[src/sv/smas_pkg.sv]
// ----------------------------------------------------------------------------
// smas_pkg
// Types and constants of the section moving-average smoother.
// ----------------------------------------------------------------------------
package smas_pkg;

  localparam int unsigned WINDOW_TAPS = 15;
  localparam int unsigned COORD_BITS  = 12;
  localparam int unsigned PASS_BITS   = 16;
  localparam int unsigned MEAN_BITS   = 12;
  localparam int unsigned AXIS_BITS   = 16;
  localparam int unsigned WIDTH_BITS  = 17;

  typedef struct packed {
    logic [COORD_BITS-1:0] start_x;
    logic [COORD_BITS-1:0] start_y;
    logic [COORD_BITS-1:0] end_x;
    logic [COORD_BITS-1:0] end_y;
  } coord_t;

  typedef struct packed {
    logic [PASS_BITS-1:0] peak;
    logic [PASS_BITS-1:0] dist_val;
  } pass_t;

  typedef struct packed {
    coord_t coord;
    pass_t  pass;
  } tap_t;

  typedef struct packed {
    logic load;
    logic fill;
  } cell_ctrl_t;

  typedef struct packed {
    logic [COORD_BITS-1:0] start_x;
    logic [COORD_BITS-1:0] start_y;
    logic [COORD_BITS-1:0] end_x;
    logic [COORD_BITS-1:0] end_y;
    logic [PASS_BITS-1:0]  peak_in;
    logic [PASS_BITS-1:0]  dist_in;
    logic                  last_in;
  } in_t;

  typedef struct packed {
    logic [MEAN_BITS-1:0]  mean_start_x;
    logic [MEAN_BITS-1:0]  mean_start_y;
    logic [MEAN_BITS-1:0]  mean_end_x;
    logic [MEAN_BITS-1:0]  mean_end_y;
    logic [AXIS_BITS-1:0]  axis_x;
    logic [AXIS_BITS-1:0]  axis_y;
    logic [WIDTH_BITS-1:0] width;
    logic [PASS_BITS-1:0]  peak_out;
    logic [PASS_BITS-1:0]  dist_out;
    logic                  last_out;
  } out_t;

endpackage

[src/sv/smas_cell.sv]
// ----------------------------------------------------------------------------
// smas_cell
// One window tap: takes its neighbor's section on a shift, or the new
// section when the window is filled at the start of a region.
// ----------------------------------------------------------------------------
module smas_cell (
  input  logic                clk_i,
  input  logic                rst_ni,
  input  smas_pkg::cell_ctrl_t ctrl_i,
  input  smas_pkg::tap_t      fill_val_i,
  input  smas_pkg::tap_t      nbr_i,
  output smas_pkg::tap_t      tap_o
);

  smas_pkg::tap_t tap_q;
  smas_pkg::tap_t tap_d;

  assign tap_d = ctrl_i.fill ? fill_val_i : nbr_i;

  always_ff @(posedge clk_i or negedge rst_ni) begin
    if (!rst_ni) begin
      tap_q <= '0;
    end else if (ctrl_i.load) begin
      tap_q <= tap_d;
    end
  end

  assign tap_o = tap_q;

endmodule

[config.mk]
export PLATFORM = sky130hd
export DESIGN_NAME = smas_cell
export DESIGN_NICKNAME = d
export VERILOG_FILES = /design/src/sv/smas_pkg.sv /design/src/sv/smas_cell.sv
export SDC_FILE = /design/constraint.sdc
export NUM_CORES = 1
export LEC_CHECK = 0
export ABC_AREA = 1
export BUFFER_PORTS_ARGS = -buffer_cell sky130_fd_sc_hd__buf_2
export CAP_MARGIN = 10
export CORE_MARGIN = 5
export CORE_UTILIZATION = 49
export DETAILED_ROUTE_END_ITERATION = 10
export PLACE_DENSITY = 0.94
export RECOVER_POWER = 100
export SYNTH_ARGS = -nofsm -noshare
export SYNTH_HDL_FRONTEND = slang
export SYNTH_SLANG_ARGS = --single-unit
[constraint.sdc]
create_clock -name clk_i -period 1.5 [get_ports clk_i]
set_input_delay 0.15 -clock clk_i [delete_from_list [all_inputs] [get_ports clk_i]]
set_output_delay 0.15 -clock clk_i [all_outputs]
set_load 0.01 [all_outputs]
==> load_flow_metrics.sql <==
INSERT INTO impl_metrics (metric_group, metric, value, unit) VALUES
('pwr', 'power.share.sequential', '46.6', '%'),
('worst_setup_path', 'reg2reg_setup_slack', '0.84', 'ns'),
('placement', 'place.port_buffers', '243', ''),
('clocking', 'clk_root_buffer_cell', 'sky130_fd_sc_hd__clkbuf_8', ''),
('floorplan', 'core-area', '8806', 'um2'),
('worst_setup_path', 'cp_data_arrival_time', '1.35', 'ns'),
('floorplan', 'placement_rows', '34', ''),
('pwr', 'power.internal', '3859', 'uW'),
('finish', 'layout_commonest_cell', 'sky130_fd_sc_hd__nand2_1', ''),
('finish', 'highest_count_cells_in_the_layout_ignoring_fill_and_taps', 'sky130_fd_sc_hd__nand2_1, sky130_fd_sc_hd__buf_2, sky130_fd_sc_hd__inv_1', ''),
('drt', 'totalWireLength', '12460', 'um'),
('timing', 'worst_slew_pin_slew', '0.8288', 'ns'),
('timing', 'setup_repair_after_global_routing_missed_its_margin', 'no', ''),
('finish', 'final.fill_count', '823', ''),
('logic_synthesis', 'seq_area_frac_synth', '44.89', '%'),
('logic_synthesis', 'yosys.area_share.xor_xnor', '0', '%'),
('timing', 'hold-worst-slack', '0.1111', 'ns'),
('worst_setup_path', 'crit_path_required_time', '1.72', 'ns'),
('pwr', 'combPwrFrac', '21.5', '%'),
('finish', 'drive_above_1_share', '20.44', '%'),
('finish', 'final_net_count', '1070', ''),
('timing', 'report.final.setup_viol', '0', ''),
('drt', 'wirelength_met1', '5175', 'um'),
('global_route', 'grt_antenna_before_repair', '0', ''),
('drt', 'drt_first_pass_iters', '4', ''),
('drt', 'drt_first_iter_violations', '190', ''),
('run_status', 'status', 'finished, final reports clean', ''),
('clocking', 'cts-resized-gates', '0', ''),
('timing', 'post_route_clock_period_utilization', '75.33', '%'),
('worst_setup_path', 'r2r_end', 'tap_o[21]', ''),
('logic_synthesis', 'combinational_family_with_the_most_area_after_synthesis', 'simple AND/OR/NAND/NOR gates', ''),
('drt', 'via_density', '4.513', ''),
('logic_synthesis', 'synth.ff_latch_count', '80', ''),
('pwr', 'p_leak', '0.003747', 'uW'),
('pwr', 'power.clock.fraction', '31.9', '%'),
('logic_synthesis', 'synth_area_per_cell', '6.597', 'um2'),
('worst_setup_path', 'critical_path_sink', 'tap_o[16]', ''),
('clocking', 'clkSinkCount', '80', ''),
('drt', 'met2_length', '6102', 'um'),
('finish', 'largest_register_ff_count', '80', ''),
('timing', 'timing.max_slew.rel_slack', '44.75', '%'),
('timing', 'report.final.slew_viol_count', '0', ''),
('timing', 'max_freq', '0.8850', 'GHz'),
('timing', 'layout_min_cycle_time', '1.130', 'ns'),
('placement', 'post_dp_cell_area', '5688', 'um2'),
('floorplan', 'effective_utilization_at_floorplan', '50.64', '%'),
('hold_path', 'hold-path-cell-count', '5', ''),
('finish', 'post-route-util', '65.79', '%'),
('pwr', 'p_sw', '1544', 'uW'),
('drt', 'via_count', '4594', ''),
('clocking', 'cts_max_level', '3', ''),
('logic_synthesis', 'synth_mux_area_share', '0', '%'),
('global_route', 'pin_count_of_the_biggest_net_entering_global_routing', '81', ''),
('floorplan', 'top_level_ports', '244', ''),
('drt', 'wl_met3', '1031', 'um'),
('timing', 'skew', '0', 'ns'),
('floorplan', 'die_w', '105.4', 'um'),
('drt', 'maxUsedRoutingLayer', 'met4', ''),
('clocking', 'clk_latency', '0.32', 'ns'),
('global_route', 'first_global_vias', '4297', ''),
('clocking', 'clock_tree.buffer_depth', '2', ''),
('clocking', 'tritoncts', 'built', ''),
('logic_synthesis', 'mappedNetlistArea', '4459', 'um2'),
('finish', 'antennaDiodeCount', '0', ''),
('drt', 'routed_wirelength_normalized_by_instance_count', '12.24', 'um'),
('global_route', 'grt_overflow_total', '0', ''),
('worst_setup_path', 'worstPathMaxFanout', '31', ''),
('timing', 'setup_tns', '0', 'ns'),
('logic_synthesis', 'postSynthNetCount', '840', ''),
('placement', 'place.gp.congestion', '0.7954', ''),
('flow_run', 'max-cap-violations', '0', '');
[layer usage]
metal,GRT usage (%),vias up
met3,5.196,12
met1,27.06,2008
met2,37.98,186
met4,6.467,0
met5,0,-
li1,-,2388
[final cells by class]
cell class	instances	area (um2)	share of cell area [%]
inverters	162	613.1	10.58
well taps	108	135.1	2.333
flip-flops and latches	80	2002	34.56
clock inverters	3	65.06	1.123
repair buffers	253	1221	21.08
multi-input cells	400	1602	27.65
clock buffers	12	155.1	2.678
[what timing repair did]
item | in CTS | in global routing
buffers inserted | 0 | 0
hold buffers | 1 | 0
hold endpoints to repair | 80 | 0
[cell families (layout without fill, tap and decap cells)]
logic type | after synthesis | in the layout
buffers and inverters | 196 | 430
flip-flops | 80 | 80
AND/OR/NAND/NOR | 400 | 400
[synth_stat cells]
library cell / count / area [um2]
sky130_fd_sc_hd__nand2_1: 320 / 1201
sky130_fd_sc_hd__inv_1: 160 / 600.6
sky130_fd_sc_hd__dfrtp_1: 80 / 2002
sky130_fd_sc_hd__nand3_1: 80 / 400.4
sky130_fd_sc_hd__buf_2: 17 / 85.08
sky130_fd_sc_hd__buf_4: 9 / 67.56
sky130_fd_sc_hd__buf_6: 8 / 90.09
sky130_fd_sc_hd__inv_2: 1 / 3.750
sky130_fd_sc_hd__inv_6: 1 / 8.760
[per-stage QoR]
stage,instances,setup slack [ns]
2_1_floorplan,676,0.7329
3_3_place_gp,1002,0.3998
3_5_place_dp,1002,0.3700
4_1_cts,1018,0.4236
5_1_grt,1018,0.2506
6_report,1018,0.3701
[critical path, cell delays in order]
cell and delay, ns:
sky130_fd_sc_hd__buf_2 0.15, sky130_fd_sc_hd__inv_6 0.22, sky130_fd_sc_hd__clkbuf_2 0.52, sky130_fd_sc_hd__nand2_1 0.13
sky130_fd_sc_hd__nand3_1 0.10, sky130_fd_sc_hd__nand2_1 0.05
[power by group through the flow]
| stage | sequential (uW) | combinational, uW | clock, uW |
|---|---|---|---|
| floorplan | 2650 | 525 | 0 |
| global placement | 2540 | 1210 | 0 |
| detailed placement | 2540 | 1250 | 0 |
| CTS | 2510 | 1250 | 1770 |
| global route | 2540 | 1320 | 1880 |
| finish | 2520 | 1160 | 1730 |
[worst min path at each step]
| stage | start | slack, ns | to |
|---|---|---|---|
| after floorplan | rst_ni | -0.15 | tap_o[0] |
| after global placement | rst_ni | 0.20 | tap_o[72] |
| after detailed placement | rst_ni | 0.21 | tap_o[72] |
| after CTS | nbr_i[29] | 0.09 | tap_o[29] |
| after global routing | fill_val_i[75] | 0.1 | tap_o[75] |
| final | nbr_i[54] | 0.11 | tap_o[54] |
(Power assumes the default switching activity.)
