`config.mk`:
```
export PLATFORM = sky130hd
export DESIGN_NAME = smas_divw
export DESIGN_NICKNAME = d
export VERILOG_FILES = /design/src/sv/smas_divw.sv
export SDC_FILE = /design/constraint.sdc
export NUM_CORES = 1
export LEC_CHECK = 0
export BUFFER_PORTS_ARGS = -buffer_cell sky130_fd_sc_hd__buf_2
export CORE_ASPECT_RATIO = 0.6
export CORE_MARGIN = 1.5
export CORE_UTILIZATION = 63
export DETAILED_ROUTE_END_ITERATION = 12
export GPL_TIMING_DRIVEN = 0
export PLACE_DENSITY = 0.88
export SYNTH_ARGS = -nofsm -noshare
export SYNTH_HDL_FRONTEND = slang
export SYNTH_SLANG_ARGS = --single-unit
export TNS_END_PERCENT = 20
```
`constraint.sdc`:
```
create_clock -name vclk -period 5.74
set_input_delay 0.574 -clock vclk [all_inputs]
set_output_delay 0.574 -clock vclk [all_outputs]
set_load 0.1 [all_outputs]
```
`src/sv/smas_divw.sv`:
```
// ----------------------------------------------------------------------------
// smas_divw
// Floor division by a constant through a rounded-up reciprocal, exact for
// every IN_W-bit operand.
// ----------------------------------------------------------------------------
module smas_divw #(
  parameter int unsigned DIVISOR = 15,
  parameter int unsigned IN_W    = 16,
  parameter int unsigned OUT_W   = 12
) (
  input  logic [IN_W-1:0]  x_i,
  output logic [OUT_W-1:0] q_o
);

  localparam int unsigned SH  = IN_W + $clog2(DIVISOR);
  localparam int unsigned M_W = IN_W + 2;
  localparam longint unsigned RECIP = ((64'd1 << SH) + DIVISOR - 1) / DIVISOR;

  logic [IN_W+M_W-1:0] prod;

  assign prod = (IN_W+M_W)'(x_i) * (IN_W+M_W)'(M_W'(RECIP));
  assign q_o  = OUT_W'(prod >> SH);

endmodule

```
==> flow_summary.toml, run 1 <==
[floorplanning]
fp.dieW_um = 81.8
coreArea_um2 = 3400
dieArea_um2 = 4110
start_util = 0.689
fp.dieH_um = 50.3
io_pins = 28
row_count = 16

[grt]
grt_pass1_vias = 1871
grt_overflow = 0
grt_max_degree = 8
antenna_found_initial = 0
gr-usage-all-layers = 0.274
grt_pass1_wl_mm = 8.59

[sta]
period_minus_slack_ns = 5.55
fmax_mhz = 180
setup_viol = 0
fin_crit_sh = 0.967
worst_pin_slew_ns = 0.530
worst_slew_margin_rel = 0.644
maxSlewViolCount = 0
hold_viol_final = 0
rsz0062_at_grt = "no"

[place]
dpl_cell_area_um2 = 2550
numPortBuffers = 28
place_hpwl_mm = 4.62
place_congestion = 0.873

[worst_setup_path]
crit_chain = "buf_2, ha_1, fa_1, inv_1, fa_1, inv_1, ha_1, ha_1, ha_1, a21oi_1, nand2_1, o21ai_0, nand4b_2, a21o_2, o41a_1, xor2_2, buf_4"
cp_slowest_stage_delay_ns = 0.61
cpMostUsedCell = "ha_1"
crit_slowest_cell = "fa_1"
path_max_fanout = 4
cp-start-kind = "input pin"
cp.arrival_ns = 4.97
cp-startpoint = "x_i[3]"
critPathCapture = "q_o[9]"
endpoint_kind = "output port"
path_class = "in -> out"
cp.required_ns = 5.17

[layout]
num_antenna_cells = 0
final_area_um2 = 2570
area_growth_pct = 9.49
nNetsFinal = 409
nFillCells = 244
ff_latch_area_um2 = 0
drive_gt1_frac = 0.130
n_sequential_cell = 0
nClkBuffers = 0

[route]
top_layer_used = "met3"
vias = 1914
drt_iter0_drc = 126
met1_length_mm = 2.70
drt_wl_total_mm = 5.03
via_per_inst = 5.94
met3WireLength_um = 334
routed-wl-met2_mm = 1.99
dr.pass1.iters = 4
wl_per_cell_um = 15.6
antenna_left = 0
drc = 0

[yosys]
synth_mux_area_frac = 0
yosys.area_share.adder = 0.669
synth-compound-area-share = 0.142
syn_area_um2 = 2350
synth_area_leader_cell = "ha_1"
avgSynthCellArea_um2 = 9.42
synth_top_area_frac = 0.507
synth_cells = 249
synth_top_family_by_area = "adder cells"
synth_xor_area_frac = 0.0448
synthTopCellsByArea = "ha_1, fa_1, inv_1"
synth.distinct_cells = 34
synthSimpleGateAreaFrac = 0.0821
seq_area_frac_synth = 0
ys_warn_count = 0
synth_nets = 379

[run]
drv_cap = 0

[clock_tree]
hold_buffers = 0

[worst_hold_path]
hp-class = "in -> out"

[outcome]
status = "completed"
per-layer routing:
layer | vias up | global-route usage
li1 | 959 | -
met1 | 890 | 0.436
met2 | 65 | 0.410
met3 | 0 | 0.0345
met4 | 0 | 0.0113
met5 | - | 0
worst max-delay path, delay by kind of cell:
family / cells / cell delay [ns]
AOI/OAI and AO/OA: 4 / 1.03
xor gates and xnor gates: 1 / 0.13
adders and majority gates: 6 / 2.39
buffers and inverters: 4 / 0.54
and+or+nand+nor: 2 / 0.31
cell type report:
| class | instances | area (µm²) | share of cell area |
|---|---|---|---|
| timing repair buffer | 28 | 148 | 0.0575 |
| multi-input combinational | 210 | 2220 | 0.864 |
| tap | 45 | 56.3 | 0.0219 |
| inverter | 38 | 143 | 0.0555 |
| buffer | 1 | 3.75 | 0.00146 |
layout by cell type (no fill, tap or decap), drive strengths merged, types with 2 or more instances in the layout:
cell type	n
a211oi	2
a21oi	12
and3	5
clkbuf	2
nand4	4
buf	27
fa	19
inv	38
nand3	4
nand2	8
ha	95
o21ai	4
o211ai	3
xnor2	9
o31ai	2
a21o	13
a31oi	2
xor2	3
nor3	2
nor2	11
cell usage after synthesis:
library cell and number:
o21ai_1 1, o2111a_1 1, o21a_1 1, nand2b_1 1
nor3_1 2, ha_1 95, o21ai_0 3, xor2_1 3
fa_1 19, nand3_1 4, inv_1 38, a21oi_1 12
nor3b_1 1, xnor2_1 9, a211oi_2 1, nand4_1 4
o211ai_1 3, o31ai_1 2, nand2_1 8, a211oi_1 1
a31oi_1 2, and3_1 5, nand4b_2 1, a41o_1 1
a221o_1 1, a21o_1 11, a2111oi_2 1, a211o_1 1
nor2_1 11, a21o_2 2, and2_1 1, a311oi_1 1
o41a_1 1, clkbuf_1 1
cell families after synthesis:
group	count (synthesis)
xor gates and xnor gates	12
adders and majority gates	114
AOI/OAI and AO/OA	46
buffers and inverters	39
and+or+nand+nor	38
timing repair:
| action | CTS | global route |
|---|---|---|
| setup buffers | 0 | 0 |
| setup endpoints to repair | 0 | 3 |
| gates resized for setup | 0 | 7 |
metrics by stage:
step	setup TNS, ns	setup slack, ns	hold slack (ns)	utilization	std cells
after floorplan	-0.675	-0.189	1.62	-	249
after global placement	0	0.166	1.83	0.749	322
after detailed placement	0	0.0544	1.84	0.749	322
after CTS	0	0.0204	1.85	0.749	322
after global routing	0	0.00988	1.82	0.755	322
final	0	0.191	1.79	0.755	322
how the worst min path moves through the flow:
stage               startpoint      end  slack (ns)  cells past startpoint
detailed placement     x_i[15]  q_o[11]        1.84                      4
CTS                    x_i[15]  q_o[11]        1.85                      4
global placement       x_i[15]  q_o[11]        1.83                      4
global route           x_i[15]  q_o[11]        1.82                      4
floorplan              x_i[15]  q_o[11]        1.62                      2
finish                 x_i[15]  q_o[11]        1.79                      4
Power of run 1 is not shown: default switching activity piles up to over one toggle a cycle in this logic, so the estimate is an artifact.
==> run 2: changes to the inputs <==
- PLACE_DENSITY: 0.88 -> 0.94
==> flow_summary.toml, run 2 (synthesized netlist as in run 1, its figures left out) <==
[outcome]
status = "completed"

[sta]
whs_ns = 1.79
worst_slew_margin_rel = 0.646
maxSlewViolCount = 0
period_minus_slack_ns = 5.55
setup_tns_ns = 0
setup_viol = 0
fmax_mhz = 180
hold_viol_final = 0
fin_crit_sh = 0.967
worst_pin_slew_ns = 0.526
rsz0062_at_grt = "no"
setup_slack_ns = 0.190

[floorplanning]
fp.dieW_um = 81.8
io_pins = 28
dieArea_um2 = 4110
fp.dieH_um = 50.3
start_util = 0.689
row_count = 16
coreArea_um2 = 3400

[worst_setup_path]
cp_slowest_stage_delay_ns = 0.60
endpoint_kind = "output port"
path_class = "in -> out"
path_max_fanout = 3
cp-start-kind = "input pin"
cpMostUsedCell = "ha_1"
crit_slowest_cell = "fa_1"
cp.arrival_ns = 4.98
cp.required_ns = 5.17
crit_chain = "buf_2, ha_1, inv_1, fa_1, inv_1, fa_1, ha_1, ha_1, and3_1, nand4_1, o211ai_1, a311oi_1, o31ai_1, a21oi_1, xnor2_1, buf_2"

[grt]
grt_max_degree = 8
grt_pass1_wl_mm = 9.06
antenna_found_initial = 0
grt_pass1_vias = 1934
gr-usage-all-layers = 0.290
grt_overflow = 0

[route]
wl_per_cell_um = 16.7
drt_wl_total_mm = 5.37
antenna_left = 0
dr.pass1.iters = 4
vias = 1964
drt_iter0_drc = 105
via_per_inst = 6.10
drc = 0

[clock_tree]
postCtsSetupRepairBufs = 0
hold_buffers = 0
post_cts_resized = 0

[layout]
ff_latch_area_um2 = 0
n_sequential_cell = 0
num_antenna_cells = 0
area_growth_pct = 9.55
final_cell_mix = "ha_1, inv_1, buf_2"
nClkBuffers = 0
fin_util = 0.755
drive_gt1_frac = 0.126
layout_commonest_cell = "ha_1"
nNetsFinal = 409

[place]
numPortBuffers = 28
place_hpwl_mm = 4.91
place_congestion = 0.884
place_ws_ns = 0.0797

[worst_hold_path]
hp-class = "in -> out"

[run]
drv_cap = 0
==> run 2: cell types whose count changed in the layout (fill, tap and decap cells not counted), sizes merged <==
cell,previous run,this run
clkbuf,2,3
buf,27,26
==> run 2: through the flow <==
stage / instances / area (µm²)
after floorplan: 249 / 2350
after global placement: 322 / 2550
after detailed placement: 322 / 2550
after CTS: 322 / 2550
after global routing: 322 / 2570
final: 322 / 2570
==> run 2: path summary, 6_finish.rpt <==
kind,start,endpoint,slack [ns],cells after the start
max,x_i[5],q_o[10],0.19,16
min,x_i[15],q_o[11],1.79,4
==> run 2: worst max-delay path, delay by kind of cell <==
family                     cells  cell delay, ns
AOI/OAI and AO/OA              4            1.18
xor gates and xnor gates       1            0.15
adders and majority gates      5            2.03
buffers and inverters          4            0.74
and+or+nand+nor                2            0.30
==> run 2: routing by layer <==
| metal | global-route usage | part of all wire |
|---|---|---|
| met3 | 0.0109 | 0.072 |
| met2 | 0.469 | 0.43 |
| met1 | 0.443 | 0.49 |
| met4 | 0.0254 | 0.0061 |
| met5 | 0 | 0 |
==> run 2: final cells by class <==
cell class                 instances  area [µm²]
inverter                          38         143
buffer                             1        3.75
fill                             244         833
timing repair buffer              28         154
multi-input combinational        210        2210
tap                               45        56.3
Power of run 2 is left out for the same reason.
