**config.mk**
```make
export PLATFORM = sky130hd
export DESIGN_NAME = smas_isqrt
export DESIGN_NICKNAME = d
export VERILOG_FILES = /design/src/sv/smas_isqrt.sv
export SDC_FILE = /design/constraint.sdc
export NUM_CORES = 1
export LEC_CHECK = 0
export BUFFER_PORTS_ARGS = -buffer_cell sky130_fd_sc_hd__buf_2
export CORE_MARGIN = 5
export CORE_UTILIZATION = 50
export CTS_BUF_LIST = sky130_fd_sc_hd__clkbuf_8
export CTS_CLUSTER_SIZE = 10
export DETAILED_ROUTE_END_ITERATION = 7
export GPL_TIMING_DRIVEN = 0
export PLACE_DENSITY_LB_ADDON = 0.12
export SYNTH_ARGS = -nofsm -noshare
export SYNTH_HDL_FRONTEND = slang
export SYNTH_SLANG_ARGS = --single-unit
```
**constraint.sdc**
```tcl
create_clock -name clk_i -period 2.65 [get_ports clk_i]
set_input_delay 0.1325 -clock clk_i [delete_from_list [all_inputs] [get_ports clk_i]]
set_output_delay 0.1325 -clock clk_i [all_outputs]
set_load 0.02 [all_outputs]
```
**src/sv/smas_isqrt.sv**
```systemverilog
// ----------------------------------------------------------------------------
// smas_isqrt
// Iterative integer square root, one result bit per cycle.
// ----------------------------------------------------------------------------
module smas_isqrt #(
  parameter int unsigned IN_W = 41
) (
  input  logic                      clk_i,
  input  logic                      rst_ni,
  input  logic                      start_i,
  input  logic [IN_W-1:0]           op_i,
  output logic                      busy_o,
  output logic [(IN_W+1)/2-1:0]     root_o
);

  localparam int unsigned ROOT_W = (IN_W + 1) / 2;
  localparam int unsigned PAD_W  = 2 * ROOT_W;
  localparam int unsigned CNT_W  = $clog2(ROOT_W + 1);

  logic [PAD_W-1:0]  opnd_q;
  logic [ROOT_W+1:0] rem_q;
  logic [ROOT_W-1:0] root_q;
  logic [CNT_W-1:0]  cnt_q;
  logic              busy_q;

  logic [ROOT_W+3:0] rem_sh;
  logic [ROOT_W+3:0] trial;
  logic              fits;

  assign rem_sh = {rem_q, opnd_q[PAD_W-1 -: 2]};
  assign trial  = (ROOT_W+4)'({root_q, 2'b01});
  assign fits   = rem_sh >= trial;

  always_ff @(posedge clk_i or negedge rst_ni) begin
    if (!rst_ni) begin
      opnd_q <= '0;
      rem_q  <= '0;
      root_q <= '0;
      cnt_q  <= '0;
      busy_q <= 1'b0;
    end else if (start_i) begin
      opnd_q <= PAD_W'(op_i);
      rem_q  <= '0;
      root_q <= '0;
      cnt_q  <= CNT_W'(ROOT_W);
      busy_q <= 1'b1;
    end else if (busy_q) begin
      // bring down two bits, try the next root bit
      opnd_q <= {opnd_q[PAD_W-3:0], 2'b00};
      rem_q  <= fits ? (ROOT_W+2)'(rem_sh - trial) : (ROOT_W+2)'(rem_sh);
      root_q <= {root_q[ROOT_W-2:0], fits};
      cnt_q  <= cnt_q - 1'b1;
      if (cnt_q == CNT_W'(1)) begin
        busy_q <= 1'b0;
      end
    end
  end

  assign busy_o = busy_q;
  assign root_o = root_q;

endmodule

```
==> impl_metrics.yaml, run 1 <==
run_status:
  outcome: "complete, but fails checks"
  violations: "setup timing"
power:
  peakVddDrop_uv: 526
  p_per_area_nw_per_um2: 966
  p_leak_nw: 3.64
place:
  gp_congestion: 0.861
  dp_hpwl_microns: 9250
  port-buffer-count: 64
synth:
  synth_area_leaders: "dfrtp_1, mux2i_1, nand2_1"
  synth_top_area_share: 0.431
  synth_area_leader_cell: "dfrtp_1"
  synth_xor_area_frac: 0.0312
  synth_cell_type_count: 55
  synthCells: 583
  ys_seq_area_frac: 0.431
  synth-seq-cells: 92
  synth_fa_ha_area_frac: 0.0586
  synth-compound-area-share: 0.161
  synth_top_family_by_area: "compound AO/OA/AOI/OAI gates"
  synth_fp_nets: 652
  synth-simple-area-share: 0.153
  synthMuxAreaShare: 0.116
  synthArstFlopShare: 1.00
  ys.flop_type: "dfrtp_1"
  synth_area_per_cell_sq_um: 9.16
  synth_edf_count: 0
  yosysWarnings: 0
  syn-cell-area_sq_um: 5340
worst_setup_path:
  reg2reg_from: "rem_q[3]"
  worstPathRequired_ps: 2920
  critPathArrivalTime_ps: 2960
  start_kind: "register"
  crit_type: "reg2reg"
  worstPathMaxFanout: 8
  r2r_cells: 10
  worst_r2r_endpoint: "rem_q[15]"
  cp-end-kind: "register"
  reg2reg_slack_ps: -40
clock_tree:
  cts_buffer_depth: 2
  cts_sinks: 92
  cts-root-buf: "clkbuf_8"
  clk_latency_ps: 360
  cts_tree: "yes"
  numCtsBuffers: 9
  cts_max_level: 3
  clk_pin_slew_ps: 100
floorplan:
  core_area_sq_um: 10400
  die_w_microns: 113
  die_y_microns: 113
  dieArea_sq_um: 12800
  io_pins: 66
  initial_utilization: 0.515
  rows: 37
sta:
  maxSlewHeadroom: 0.488
  max_freq_ghz: 0.372
  finalHoldViolCount: 0
  rsz0062_at_grt: "true"
  finalSetupViolCount: 1
  drv_slew: 0
  holdWs_ps: 10.6
  period_needed_ps: 2690
  timing.final.ws_setup_ps: -36.4
  worst_slew_pin_slew_ps: 767
  period_share: 1.01
  finClkSkew_ps: 11.5
drt:
  antenna_left: 0
  wl_microns: 14500
  vias: 4924
  drtPass1Iterations: 7
  first_iter_violations: 197
  wire_per_inst_microns: 16.4
  via_per_inst: 5.60
  drc: 0
final_layout:
  antenna_cells: 0
  post-route-util: 0.698
  syn_to_final_growth_pct: 35.6
  fillerInstances: 813
  final_common_cell: "nand2_1"
  fin_nets: 808
  mostFrequentLayoutCells: "nand2_1, dfrtp_1, buf_2, mux2i_1, nor2_1"
  drive_above_1_share: 0.261
hold_path:
  min_path_type: "in2reg"
  min-delay-start: "op_i[34]"
  whs_path_depth: 3
  min_to: "opnd_q[34]"
run:
  cap_viol_max_count: 0
grt:
  grt_first_pass_wirelength_microns: 23200
  grt_pass1_vias: 4911
  antenna_found_initial: 0
  grt_max_degree: 70
  overflow: 0
  grt_util_all_layers: 0.222
[layout make-up]
class / instances / area, sq um / share of cell area
multi-input combinational: 426 / 3180 / 0.439
sequential: 92 / 2320 / 0.320
timing repair buffer: 146 / 1080 / 0.149
tap: 136 / 170 / 0.0235
buffer: 33 / 155 / 0.0214
clock buffer: 9 / 124 / 0.0171
inverter: 31 / 116 / 0.0161
clock inverter: 7 / 100 / 0.0138
[report_power, final]
group          internal, mW  switching, mW
Clock                 0.541          0.548
Sequential             1.62          0.193
Combinational          2.03           2.06
Total                  4.20           2.80
[cell usage after synthesis, types with 9 or more instances]
master,n
ha_1,25
nand3_1,9
dfrtp_1,92
a21oi_1,13
nand2_1,84
nor3_1,9
nor2_1,59
xnor2_1,12
clkbuf_1,23
o21ai_0,51
inv_1,31
a311oi_1,15
mux2i_1,62
[worst max path at each step]
stage	start	endpoint	slack (ps)	depth (start not counted)
3_5_place_dp	root_o[0]	rem_q[20]	-340	11
5_1_grt	rem_q[3]	rem_q[15]	-110	10
6_report	rem_q[3]	rem_q[15]	-40	10
2_1_floorplan	root_o[0]	rem_q[13]	9	11
3_3_place_gp	root_o[0]	rem_q[13]	-250	11
4_1_cts	rem_q[0]	rem_q[15]	-20	10
[kinds of logic after synthesis]
| logic type | count (synthesis) |
|---|---|
| xor gates and xnor gates | 19 |
| muxes | 62 |
| and+or+nand+nor | 190 |
| AOI/OAI and AO/OA | 130 |
| buffers and inverters | 65 |
| DFF | 92 |
| adders and majority gates | 25 |
[routing by layer]
| metal | vias to the layer above | track usage | routed length, microns |
|---|---|---|---|
| li1 | 2354 | - | - |
| met4 | 0 | 0.0825 | 408 |
| met2 | 152 | 0.388 | 7080 |
| met1 | 2384 | 0.279 | 6320 |
| met5 | - | 0 | 0 |
| met3 | 34 | 0.0294 | 666 |
[timing repair]
| action | in CTS | in global routing |
|---|---|---|
| cloned | 0 | 1 |
| pin swaps | 18 | 20 |
| hold buffers | 41 | 0 |
| setup buffers | 30 | 9 |
| resized for setup | 41 | 35 |
| hold endpoints to repair | 63 | 0 |
| endpoints found under the setup margin | 24 | 24 |
[worst max-delay path: stages (launching register included)]
cell       delay, ps
dfrtp_1          440
ha_4             310
nand4_1          170
a2111oi_4        290
o21ai_2          130
a21boi_2         200
o311ai_2         110
and3_1           200
buf_6            140
or3b_1           370
a311oi_2         230
[through the flow]
stage          setup TNS (ps)  cells  cell area [sq um]  setup slack (ps)  total power, mW
6_report                -36.4    880               7240             -36.4             7.00
5_1_grt                  -856    880               7240              -114             7.43
4_1_cts                 -20.0    870               6990             -20.0             6.45
3_5_place_dp            -4830    784               5880              -342             4.66
3_3_place_gp            -4320    783               5850              -255             4.60
2_1_floorplan               0    583               5360              9.43             4.00
[flip-flops by register name (all words and copies together) (netlist names)]
signal and count:
root_o 21, cnt_q 5, opnd_q 42, rem_q 23, busy_o 1
No activity file was read; power rests on OpenSTA's default activity.
==> inputs of run 2 (changes only) <==
- SKIP_CTS_REPAIR_TIMING: default -> 1
==> run 2 against run 1 <==
Effect of this change: the run ends with hold timing, setup timing left; critical path depth unchanged; global-route usage is 1.9 points lower; wire length shrank 6.6%; clock skew up 0.70 ps; setup slack worse by 210 ps; hold slack worse by 34 ps; largest cell class unchanged; sequential cell count unchanged; via count fell by 6.4%; first-iteration DRC count increased by 6.1%; die area unchanged; maximum frequency shrank 7.4%.
==> impl_metrics.yaml, run 2 (synthesis results as in run 1) <==
sta:
  rsz0062_at_grt: "true"
  drv_slew: 0
  maxSlewHeadroom: 0.490
  holdWs_ps: -23.6
  finClkSkew_ps: 12.2
  finalSetupViolCount: 21
  max_freq_ghz: 0.345
  period_needed_ps: 2900
  period_share: 1.09
  timing.final.ws_setup_ps: -251
  finalHoldViolCount: 13
  worst_slew_pin_slew_ps: 765
drt:
  via_per_inst: 5.54
  drc: 0
  wl_microns: 13500
  first_iter_violations: 209
  vias: 4607
  wire_per_inst_microns: 16.3
  antenna_left: 0
  drtPass1Iterations: 4
worst_setup_path:
  cp_slowest_cell: "dfrtp_1"
  start_kind: "register"
  cp-end-kind: "register"
  worstPathRequired_ps: 2920
  crit_type: "reg2reg"
  r2r_cells: 10
  reg2reg_from: "rem_q[6]"
  reg2reg_slack_ps: -250
  path_buf_inv: 1
  cp_num_cells: 10
  setup.worst_path.end: "rem_q[15]"
  path_delay_family: "compound AO/OA/AOI/OAI gates"
  worstPathCellList: "ha_4, nand4_1, a2111oi_4, o21ai_2, a21boi_2, o311ai_2, and3_1, buf_6, or3b_1, a311oi_2"
  critPathArrivalTime_ps: 3180
  cp-startpoint: "rem_q[6]"
  cp_slowest_stage_delay_ps: 450
  worst_r2r_endpoint: "rem_q[15]"
  worstPathMaxFanout: 7
clock_tree:
  cts-root-buf: "clkbuf_8"
  numCtsBuffers: 9
  cts_sinks: 92
  cts_buffer_depth: 2
  cts_max_level: 3
  clk_pin_slew_ps: 100
  cts_tree: "yes"
  clk_latency_ps: 360
place:
  dp_cells: 784
  gp_congestion: 0.861
  port-buffer-count: 64
  dpl_cell_area_sq_um: 5880
  pre_cts_ws_ps: -342
  dp_hpwl_microns: 9250
grt:
  antenna_found_initial: 0
  grt_util_met2: 0.353
  grt_util_met1: 0.267
  grt_max_degree: 70
  grt_first_pass_wirelength_microns: 21200
  grt_util_all_layers: 0.203
  use_met3: 0.0257
  overflow: 0
  top_usage_layer: "met2"
  grt_pass1_vias: 4463
run:
  cap_viol_max_count: 0
power:
  peakVddDrop_uv: 497
  p_per_area_nw_per_um2: 952
  p_leak_nw: 3.37
final_layout:
  stdcell_count: 831
  mostFrequentLayoutCells: "nand2_1, dfrtp_1, buf_2, mux2i_1, nor2_1"
  drive_above_1_share: 0.201
  final_common_cell: "nand2_1"
  fin_nets: 759
  fillerInstances: 906
  post-route-util: 0.639
  syn_to_final_growth_pct: 24.1
  seq_area_sq_um: 2310
  multi_input_area_sq_um: 2990
  fin_area_sq_um: 6630
  antenna_cells: 0
  largest_reg_flops: 42
  regMostFlops: "opnd_q"
run_status:
  violations: "hold timing, setup timing"
  outcome: "complete, but fails checks"
floorplan:
  dieArea_sq_um: 12800
  core_area_sq_um: 10400
  die_y_microns: 113
  die_w_microns: 113
  rows: 37
  io_pins: 66
  initial_utilization: 0.515
hold_path:
  min_path_type: "in2reg"
## run 2: worst min-delay path by stage
stage / from / end / cells after the start
floorplan: rst_ni / busy_o / 0
global placement: op_i[35] / opnd_q[35] / 3
detailed placement: rst_ni / rem_q[6] / 1
CTS: rst_ni / rem_q[6] / 1
global route: op_i[22] / opnd_q[22] / 3
finish: op_i[24] / opnd_q[24] / 3
## run 2: per-stage QoR
step / power [mW] / TNS (ps)
3_5_place_dp: 4.66 / -4830
4_1_cts: 5.76 / -5530
2_1_floorplan: 4.00 / 0
6_report: 6.31 / -1980
5_1_grt: 6.74 / -4750
3_3_place_gp: 4.60 / -4320
## run 2: cell type report
cell class / count / share of cell area
Sequential cell: 92 / 0.349
Multi-Input combinational cell: 426 / 0.452
Buffer: 33 / 0.0244
Clock inverter: 7 / 0.0151
Timing Repair Buffer: 97 / 0.0978
Clock buffer: 9 / 0.0187
Tap cell: 136 / 0.0257
Inverter: 31 / 0.0176
## run 2: worst min-delay path, delay by kind of cell
kind | cells | cell delay, ps
simple gates | 1 | 40
buf+inv | 1 | 70
compound gates | 1 | 50
## run 2: power by group
group / internal, mW / switching [mW] / leakage [nW] / total, mW
clock: 0.541 / 0.546 / 0.113 / 1.09
sequential: 1.62 / 0.200 / 1.15 / 1.82
combinational: 1.58 / 1.83 / 2.10 / 3.40
## run 2: per-layer routing
| layer | up-vias | part of all wire |
|---|---|---|
| met3 | 12 | 0.050 |
| li1 | 2262 | - |
| met4 | 0 | 0.0091 |
| met5 | - | 0 |
| met1 | 2239 | 0.44 |
| met2 | 94 | 0.50 |
